[config.mk]
export PLATFORM = sky130hd
export DESIGN_NAME = packet_framer_xor_checksum_unit
export DESIGN_NICKNAME = d
export VERILOG_FILES = /design/src/pfx_pkg.sv /design/src/packet_framer_xor_checksum_unit.sv /design/src/pfx_front.sv /design/src/pfx_queue.sv /design/src/pfx_back.sv
export SDC_FILE = /design/constraint.sdc
export NUM_CORES = 1
export LEC_CHECK = 0
export CORE_UTILIZATION = 60
export CTS_CLUSTER_DIAMETER = 150
export DETAILED_ROUTE_END_ITERATION = 16
export DONT_BUFFER_PORTS = 1
export HOLD_SLACK_MARGIN = 0.1
export PLACE_DENSITY = 0.76
export SLEW_MARGIN = 20
export SYNTH_ARGS = -nofsm -noshare
export SYNTH_HDL_FRONTEND = slang
export SYNTH_SLANG_ARGS = --single-unit
[constraint.sdc]
create_clock -name aclk -period 3.8 [get_ports aclk]
set_input_delay 0.57 -clock aclk [delete_from_list [all_inputs] [get_ports aclk]]
set_output_delay 0.57 -clock aclk [all_outputs]
set_load 0.03 [all_outputs]
[src/pfx_pkg.sv]
// shared types and constants for the packet framer with xor checksum
// no dependencies
`default_nettype none

package pfx_pkg;

    localparam int BYTE_W      = 8;
    localparam int LEN_FIELD_W = 16;

    localparam logic [BYTE_W-1:0] FRAME_HEADER  = 8'h7E;
    localparam logic [BYTE_W-1:0] FRAME_TRAILER = 8'hE7;

    // command queue between front and back
    localparam int QUEUE_DEPTH = 4;
    localparam int QPTR_W      = $clog2(QUEUE_DEPTH);
    localparam int QCNT_W      = $clog2(QUEUE_DEPTH + 1);

    // one command per accepted input beat: which frame pieces to send
    typedef struct packed {
        logic                   has_header;
        logic                   has_payload;
        logic                   has_closing;
        logic [LEN_FIELD_W-1:0] length;
        logic [BYTE_W-1:0]      payload;
        logic [BYTE_W-1:0]      checksum;
    } cmd_t;

    // byte position within one command's output run
    typedef enum logic [5:0] {
        ST_HDR     = 6'b000001,
        ST_LEN_LO  = 6'b000010,
        ST_LEN_HI  = 6'b000100,
        ST_PAYLOAD = 6'b001000,
        ST_TRAILER = 6'b010000,
        ST_CHECK   = 6'b100000
    } step_t;

endpackage

`default_nettype wire

[src/packet_framer_xor_checksum_unit.sv]
// top level of the length-prefixed packet framer with xor checksum
// depends on pfx_pkg, pfx_front, pfx_queue, pfx_back
`default_nettype none

// Byte framer: each input beat carries one payload byte; the first beat of a
// packet also carries its length. The output is one frame byte per beat:
// header 0x7E, length low byte, length high byte, the payload bytes, trailer
// 0xE7 and finally the xor of all payload bytes (frame_end marks that byte).
// run_last marks the final output beat caused by each input beat. A packet of
// length zero takes one input beat (its byte is ignored) and gives header,
// two zero length bytes, trailer and checksum zero. Lengths are cut to their
// low LENGTH_BITS bits, both for counting and in the header. The front end
// updates the packet count and running xor as beats arrive and drops one
// command per beat into a four-entry queue; the back end turns each command
// into its bytes through a registered output stage. While m_ready holds, the
// output side sends one byte per cycle, so inside a packet the block sustains
// one input beat per cycle; a packet's first beat gives four output bytes (six
// for a one-byte packet) and its last beat three, and the queue soaks up those
// bursts. A result's bytes pass the queue, command and output registers.
module packet_framer_xor_checksum_unit #(
    parameter int LENGTH_BITS = 16
) (
    input  wire logic        aclk,
    input  wire logic        aresetn,
    // input beats
    input  wire logic        s_valid,
    output logic             s_ready,
    input  wire logic [7:0]  s_payload_byte,
    input  wire logic [15:0] s_packet_length,
    // frame bytes
    output logic             m_valid,
    input  wire logic        m_ready,
    output logic [7:0]       m_out_byte,
    output logic             m_run_last,
    output logic             m_frame_end
);

    pfx_pkg::cmd_t front_cmd;
    pfx_pkg::cmd_t head_cmd;
    logic          take;
    logic          q_not_empty;
    logic          q_not_full;
    logic          q_pop;

    // a beat is taken whenever the queue has room for its command
    assign s_ready = q_not_full;
    assign take    = s_valid && q_not_full;

    // packet tracking and command build
    pfx_front #(
        .LENGTH_BITS (LENGTH_BITS)
    ) u_front (
        .aclk          (aclk),
        .aresetn       (aresetn),
        .take          (take),
        .payload_byte  (s_payload_byte),
        .packet_length (s_packet_length),
        .cmd           (front_cmd)
    );

    // decoupling queue
    pfx_queue u_queue (
        .aclk      (aclk),
        .aresetn   (aresetn),
        .push      (take),
        .push_cmd  (front_cmd),
        .pop       (q_pop),
        .head_cmd  (head_cmd),
        .not_empty (q_not_empty),
        .not_full  (q_not_full)
    );

    // byte sequencer and output register
    pfx_back u_back (
        .aclk        (aclk),
        .aresetn     (aresetn),
        .head_cmd    (head_cmd),
        .head_valid  (q_not_empty),
        .pop         (q_pop),
        .m_valid     (m_valid),
        .m_ready     (m_ready),
        .m_out_byte  (m_out_byte),
        .m_run_last  (m_run_last),
        .m_frame_end (m_frame_end)
    );

endmodule

`default_nettype wire

[src/pfx_front.sv]
// front end: takes input beats, tracks packet state, builds one command per beat
// depends on pfx_pkg
`default_nettype none

module pfx_front #(
    parameter int LENGTH_BITS = 16
) (
    input  wire logic                                aclk,
    input  wire logic                                aresetn,
    input  wire logic                                take,
    input  wire logic [pfx_pkg::BYTE_W-1:0]          payload_byte,
    input  wire logic [pfx_pkg::LEN_FIELD_W-1:0]     packet_length,
    output pfx_pkg::cmd_t                            cmd
);

    logic                   in_packet_reg, in_packet_next;
    logic [LENGTH_BITS-1:0] remaining_reg, remaining_next;
    logic [pfx_pkg::BYTE_W-1:0] xor_reg, xor_next;
    logic [LENGTH_BITS-1:0] len_trunc;
    logic [LENGTH_BITS-1:0] count_dec;

    assign len_trunc = packet_length[LENGTH_BITS-1:0];

    always_comb begin
        count_dec      = '0;
        in_packet_next = in_packet_reg;
        remaining_next = remaining_reg;
        xor_next       = xor_reg;
        cmd            = '0;
        cmd.payload    = payload_byte;
        if (!in_packet_reg) begin
            cmd.has_header = 1'b1;
            cmd.length     = pfx_pkg::LEN_FIELD_W'(len_trunc);
            if (len_trunc == '0) begin
                // empty packet: header, length, trailer, zero checksum
                cmd.has_closing = 1'b1;
                xor_next        = '0;
                remaining_next  = '0;
            end else begin
                count_dec       = len_trunc - LENGTH_BITS'(1);
                cmd.has_payload = 1'b1;
                cmd.has_closing = (count_dec == '0);
                cmd.checksum    = payload_byte;
                xor_next        = payload_byte;
                remaining_next  = count_dec;
                in_packet_next  = (count_dec != '0);
            end
        end else begin
            count_dec       = remaining_reg - LENGTH_BITS'(1);
            xor_next        = xor_reg ^ payload_byte;
            cmd.has_payload = 1'b1;
            cmd.has_closing = (count_dec == '0);
            cmd.checksum    = xor_next;
            remaining_next  = count_dec;
            in_packet_next  = (count_dec != '0);
        end
    end

    always_ff @(posedge aclk) begin
        if (!aresetn) begin
            in_packet_reg <= 1'b0;
            remaining_reg <= '0;
            xor_reg       <= '0;
        end else if (take) begin
            in_packet_reg <= in_packet_next;
            remaining_reg <= remaining_next;
            xor_reg       <= xor_next;
        end
    end

endmodule

`default_nettype wire

[src/pfx_queue.sv]
// small command fifo decoupling the front end from the byte sequencer
// depends on pfx_pkg
`default_nettype none

module pfx_queue (
    input  wire logic          aclk,
    input  wire logic          aresetn,
    input  wire logic          push,
    input  pfx_pkg::cmd_t      push_cmd,
    input  wire logic          pop,
    output pfx_pkg::cmd_t      head_cmd,
    output logic               not_empty,
    output logic               not_full
);

    pfx_pkg::cmd_t                entry_reg [pfx_pkg::QUEUE_DEPTH];
    logic [pfx_pkg::QPTR_W-1:0]   wr_ptr_reg, rd_ptr_reg;
    logic [pfx_pkg::QCNT_W-1:0]   count_reg, count_next;

    assign head_cmd  = entry_reg[rd_ptr_reg];
    assign not_empty = (count_reg != '0);
    assign not_full  = (count_reg != pfx_pkg::QCNT_W'(pfx_pkg::QUEUE_DEPTH));

    always_comb begin
        count_next = count_reg;
        if (push && !pop) begin
            count_next = count_reg + pfx_pkg::QCNT_W'(1);
        end else if (pop && !push) begin
            count_next = count_reg - pfx_pkg::QCNT_W'(1);
        end
    end

    always_ff @(posedge aclk) begin
        if (!aresetn) begin
            wr_ptr_reg <= '0;
            rd_ptr_reg <= '0;
            count_reg  <= '0;
        end else begin
            if (push) begin
                wr_ptr_reg <= wr_ptr_reg + pfx_pkg::QPTR_W'(1);
            end
            if (pop) begin
                rd_ptr_reg <= rd_ptr_reg + pfx_pkg::QPTR_W'(1);
            end
            count_reg <= count_next;
        end
    end

    always_ff @(posedge aclk) begin
        if (push) begin
            entry_reg[wr_ptr_reg] <= push_cmd;
        end
    end

endmodule

`default_nettype wire

[src/pfx_back.sv]
// back end: walks each command through its frame bytes into the output register
// depends on pfx_pkg
`default_nettype none

module pfx_back (
    input  wire logic                       aclk,
    input  wire logic                       aresetn,
    input  pfx_pkg::cmd_t                   head_cmd,
    input  wire logic                       head_valid,
    output logic                            pop,
    output logic                            m_valid,
    input  wire logic                       m_ready,
    output logic [pfx_pkg::BYTE_W-1:0]      m_out_byte,
    output logic                            m_run_last,
    output logic                            m_frame_end
);

    pfx_pkg::cmd_t          cmd_reg;
    logic                   cmd_valid_reg;
    pfx_pkg::step_t         step_reg, step_next, first_step;
    logic                   out_valid_reg;
    logic [pfx_pkg::BYTE_W-1:0] out_byte_reg;
    logic                   out_last_reg, out_end_reg;
    logic                   out_free, advance, is_last;
    logic [pfx_pkg::BYTE_W-1:0] cur_byte;

    assign out_free = !out_valid_reg || m_ready;
    assign advance  = cmd_valid_reg && out_free;
    assign pop      = head_valid && (!cmd_valid_reg || (advance && is_last));

    // entry point of a fresh command
    always_comb begin
        if (head_cmd.has_header) begin
            first_step = pfx_pkg::ST_HDR;
        end else if (head_cmd.has_payload) begin
            first_step = pfx_pkg::ST_PAYLOAD;
        end else begin
            first_step = pfx_pkg::ST_TRAILER;
        end
    end

    always_comb begin
        step_next = step_reg;
        is_last   = 1'b0;
        cur_byte  = '0;
        unique case (step_reg)
            pfx_pkg::ST_HDR: begin
                cur_byte  = pfx_pkg::FRAME_HEADER;
                step_next = pfx_pkg::ST_LEN_LO;
            end
            pfx_pkg::ST_LEN_LO: begin
                cur_byte  = cmd_reg.length[7:0];
                step_next = pfx_pkg::ST_LEN_HI;
            end
            pfx_pkg::ST_LEN_HI: begin
                cur_byte  = cmd_reg.length[15:8];
                step_next = cmd_reg.has_payload ? pfx_pkg::ST_PAYLOAD : pfx_pkg::ST_TRAILER;
            end
            pfx_pkg::ST_PAYLOAD: begin
                cur_byte  = cmd_reg.payload;
                step_next = pfx_pkg::ST_TRAILER;
                is_last   = !cmd_reg.has_closing;
            end
            pfx_pkg::ST_TRAILER: begin
                cur_byte  = pfx_pkg::FRAME_TRAILER;
                step_next = pfx_pkg::ST_CHECK;
            end
            pfx_pkg::ST_CHECK: begin
                cur_byte = cmd_reg.checksum;
                is_last  = 1'b1;
            end
            default: begin
                step_next = pfx_pkg::ST_HDR;
            end
        endcase
    end

    always_ff @(posedge aclk) begin
        if (!aresetn) begin
            cmd_valid_reg <= 1'b0;
            step_reg      <= pfx_pkg::ST_HDR;
        end else if (pop) begin
            cmd_valid_reg <= 1'b1;
            step_reg      <= first_step;
        end else if (advance) begin
            if (is_last) begin
                cmd_valid_reg <= 1'b0;
            end else begin
                step_reg <= step_next;
            end
        end
    end

    always_ff @(posedge aclk) begin
        if (pop) begin
            cmd_reg <= head_cmd;
        end
    end

    always_ff @(posedge aclk) begin
        if (!aresetn) begin
            out_valid_reg <= 1'b0;
        end else if (out_free) begin
            out_valid_reg <= cmd_valid_reg;
        end
    end

    always_ff @(posedge aclk) begin
        if (advance) begin
            out_byte_reg <= cur_byte;
            out_last_reg <= is_last;
            out_end_reg  <= (step_reg == pfx_pkg::ST_CHECK);
        end
    end

    assign m_valid     = out_valid_reg;
    assign m_out_byte  = out_byte_reg;
    assign m_run_last  = out_last_reg;
    assign m_frame_end = out_end_reg;

endmodule

`default_nettype wire

==> out/results.tsv <==
metric	value	unit
dr.first_iter.drc_count	484	
cts_tree	done	
portBuffers	0	
cp-start-kind	flop	
area_delta_synth_final	9.44	%
max_slew.worst_pin.slew	0.907	ns
drc	0	
antennaDiodeCount	0	
maxSlewHeadroom	39.2	%
rsz0062_at_grt	no	
cp.arrival	3.34	ns
skew	0.0399	ns
clkTransAtPathRegs	0.06	ns
yosysSeqAreaShare	66.6	%
worstSetupStartpoint	u_back.step_reg[0]	
largest_register_ff_count	140	
crit_type	reg2reg	
initial_core_util	62.2	%
synth.distinct_cells	60	
dr.pass1.iters	5	
rows	45	
hold_class	in2reg	
synth.avg_cell_area	15.1	sq um
numCtsBuffers	24	
fin_crit_sh	76.6	%
finalNetCount	675	
reg2reg_to	u_queue.count_reg[2]	
synth_common_cells	184 x edfxtp_1, 42 x dfxtp_1, 35 x mux4_2, 35 x nand2_1, 34 x nor2b_1	
crit_family	simple AND/OR/NAND/NOR gates	
synth.cell_area	9560	sq um
p_leak	3.52	nW
io_pins	40	
synthTopCellsByArea	edfxtp_1 58%, dfxtp_1 8.8%, mux4_2 8.2%	
antenna_found_initial	0	
postLayoutCoreUtil	68.1	%
maxSlewViolCount	0	
yosysTopAreaCellShare	57.8	%
vias_per_cell	6.28	
gp_congestion	0.888	
core-area	15400	sq um
period_minus_slack	2.91	ns
status	completed	
cts_hold_buf	0	
dieArea	16400	sq um
reg2reg_setup_slack	0.89	ns
setup_viol	0	
maxCapViolations	0	
numClockSinks	226	
synthCells	634	
fmax	343	MHz
die_x	128	um
synth-seq-cells	226	
totalWireLength	18900	um
grt_pass1_vias	5304	
fillerInstances	1009	
die_h	128	um
synth_edf_count	184	
synth.most_common_cell	edfxtp_1	
place_inst	821	
whs	0.138	ns
async_reset_ff_share	0	%
crit_required	4.22	ns
yosys_warnings	0	
worst-path-buf-inv	1	
rr_worst_depth	9	
post_cts_buffers	0	
clk_latency	0.53	ns
syn_nets	673	
worst_hold_startpoint	s_payload_byte[2]	
cts_root_buf	clkbuf_16	
layout-drive-gt1-share	13.8	%
post_cts_resized	0	
cts_max_path_buffers	3	
r2r_start	u_back.step_reg[0]	
yosys.area.top_type	edfxtp_1	
crit_cells	9	
wl_per_cell	21.9	um
finalHoldViolations	0	
setup_tns	0	ns
end_kind	flop	
dp_hpwl	11600	um
track_usage	24.4	%
cts_max_level	1	
crit_path_max_fanout	7	
max_stage_delay	0.57	ns
grt_pass1_wl	29800	um
crit_end	u_queue.count_reg[2]	
vias	5430	
detail-route-antenna-nets	0	
crit_chain	or4_4 > or4b_4 > a31o_1 > ha_1 > inv_1 > fa_1 > xor2_1 > or3_1 > a21boi_1	
gr-total-overflow	0	
crit_slowest_cell	or4_4	
peakVddDrop	0.410	mV
powerDensity	705	nW/um^2
grt_max_degree	43	
stdcell_count	864	
synthFlopType	edfxtp_1	
-- cells by family (layout without fill, tap and decap cells) --
kind of cell / Yosys count / in the layout / share of synthesized area (%)
mux: 46 / 46 / 9.39
buf+inv: 47 / 66 / 2.07
simple gates: 182 / 182 / 10.7
fa+ha+maj: 11 / 11 / 1.52
flops: 226 / 226 / 66.6
xor+xnor: 32 / 32 / 2.93
compound gates: 90 / 90 / 6.87
-- power by group --
part           internal (W)  switching, W
clock network       0.00118      0.000899
registers           0.00336      0.000343
logic              0.000650      0.000945
total               0.00519       0.00219
-- worst reg2reg max path, stage by stage, from the launching register on --
cell      delay [ns]
dfxtp_1         0.35
or4_4           0.57
or4b_4          0.51
a31o_1          0.36
ha_1            0.26
inv_1           0.09
fa_1            0.19
xor2_1          0.07
or3_1           0.32
a21boi_1        0.14
-- cell type report --
class | instances | area (sq um) | share of cell area, %
multi-input combinational | 361 | 3000 | 28.7
clock buffer | 30 | 633 | 6.05
sequential | 226 | 6370 | 60.8
tap | 211 | 264 | 2.52
clock inverter | 13 | 73.8 | 0.705
inverter | 13 | 53.8 | 0.514
timing repair buffer | 10 | 75.1 | 0.717
-- metal layers --
layer	part of all wire (%)	vias to the layer above	track usage [%]
met4	1.3	0	6.85
li1	-	2462	-
met3	6.9	20	5.18
met2	50	200	40.0
met5	0	-	0
met1	42	2748	33.2
-- cells in the final DEF (no fill, tap or decap), types with 10 or more instances in the layout --
cell type and instances:
dfxtp_1 41, nand2_1 35, clkbuf_16 24, mux4_2 35, nor2_1 23, nor2b_1 34
a22oi_1 14, xnor2_1 10, nor3_1 13, ha_1 10, and2_1 11, edfxtp_1 184
nand3_1 15, buf_4 10, mux2i_1 11, o21ai_0 17, xor2_1 22, inv_1 10
nor4_1 10
-- worst min path at each step --
stage                                           to  depth (start not counted)  slack, ns
after global routing      u_queue.entry_reg[3][13]                          0       0.12
after global placement    u_front.remaining_reg[9]                          2       0.46
after CTS                 u_queue.entry_reg[1][10]                          0       0.13
after detailed placement  u_front.remaining_reg[9]                          2       0.49
after floorplan           u_front.remaining_reg[9]                          2       0.45
final                     u_queue.entry_reg[2][10]                          0       0.14
-- per-stage QoR --
step	setup WS [ns]	area, sq um	power (W)
after floorplan	0.813	9560	0.00491
after global placement	0.992	9760	0.00527
after detailed placement	0.899	9760	0.00535
after CTS	0.886	10500	0.00743
after global routing	0.746	10500	0.00772
final	0.888	10500	0.00737
(Power assumes the default switching activity.)
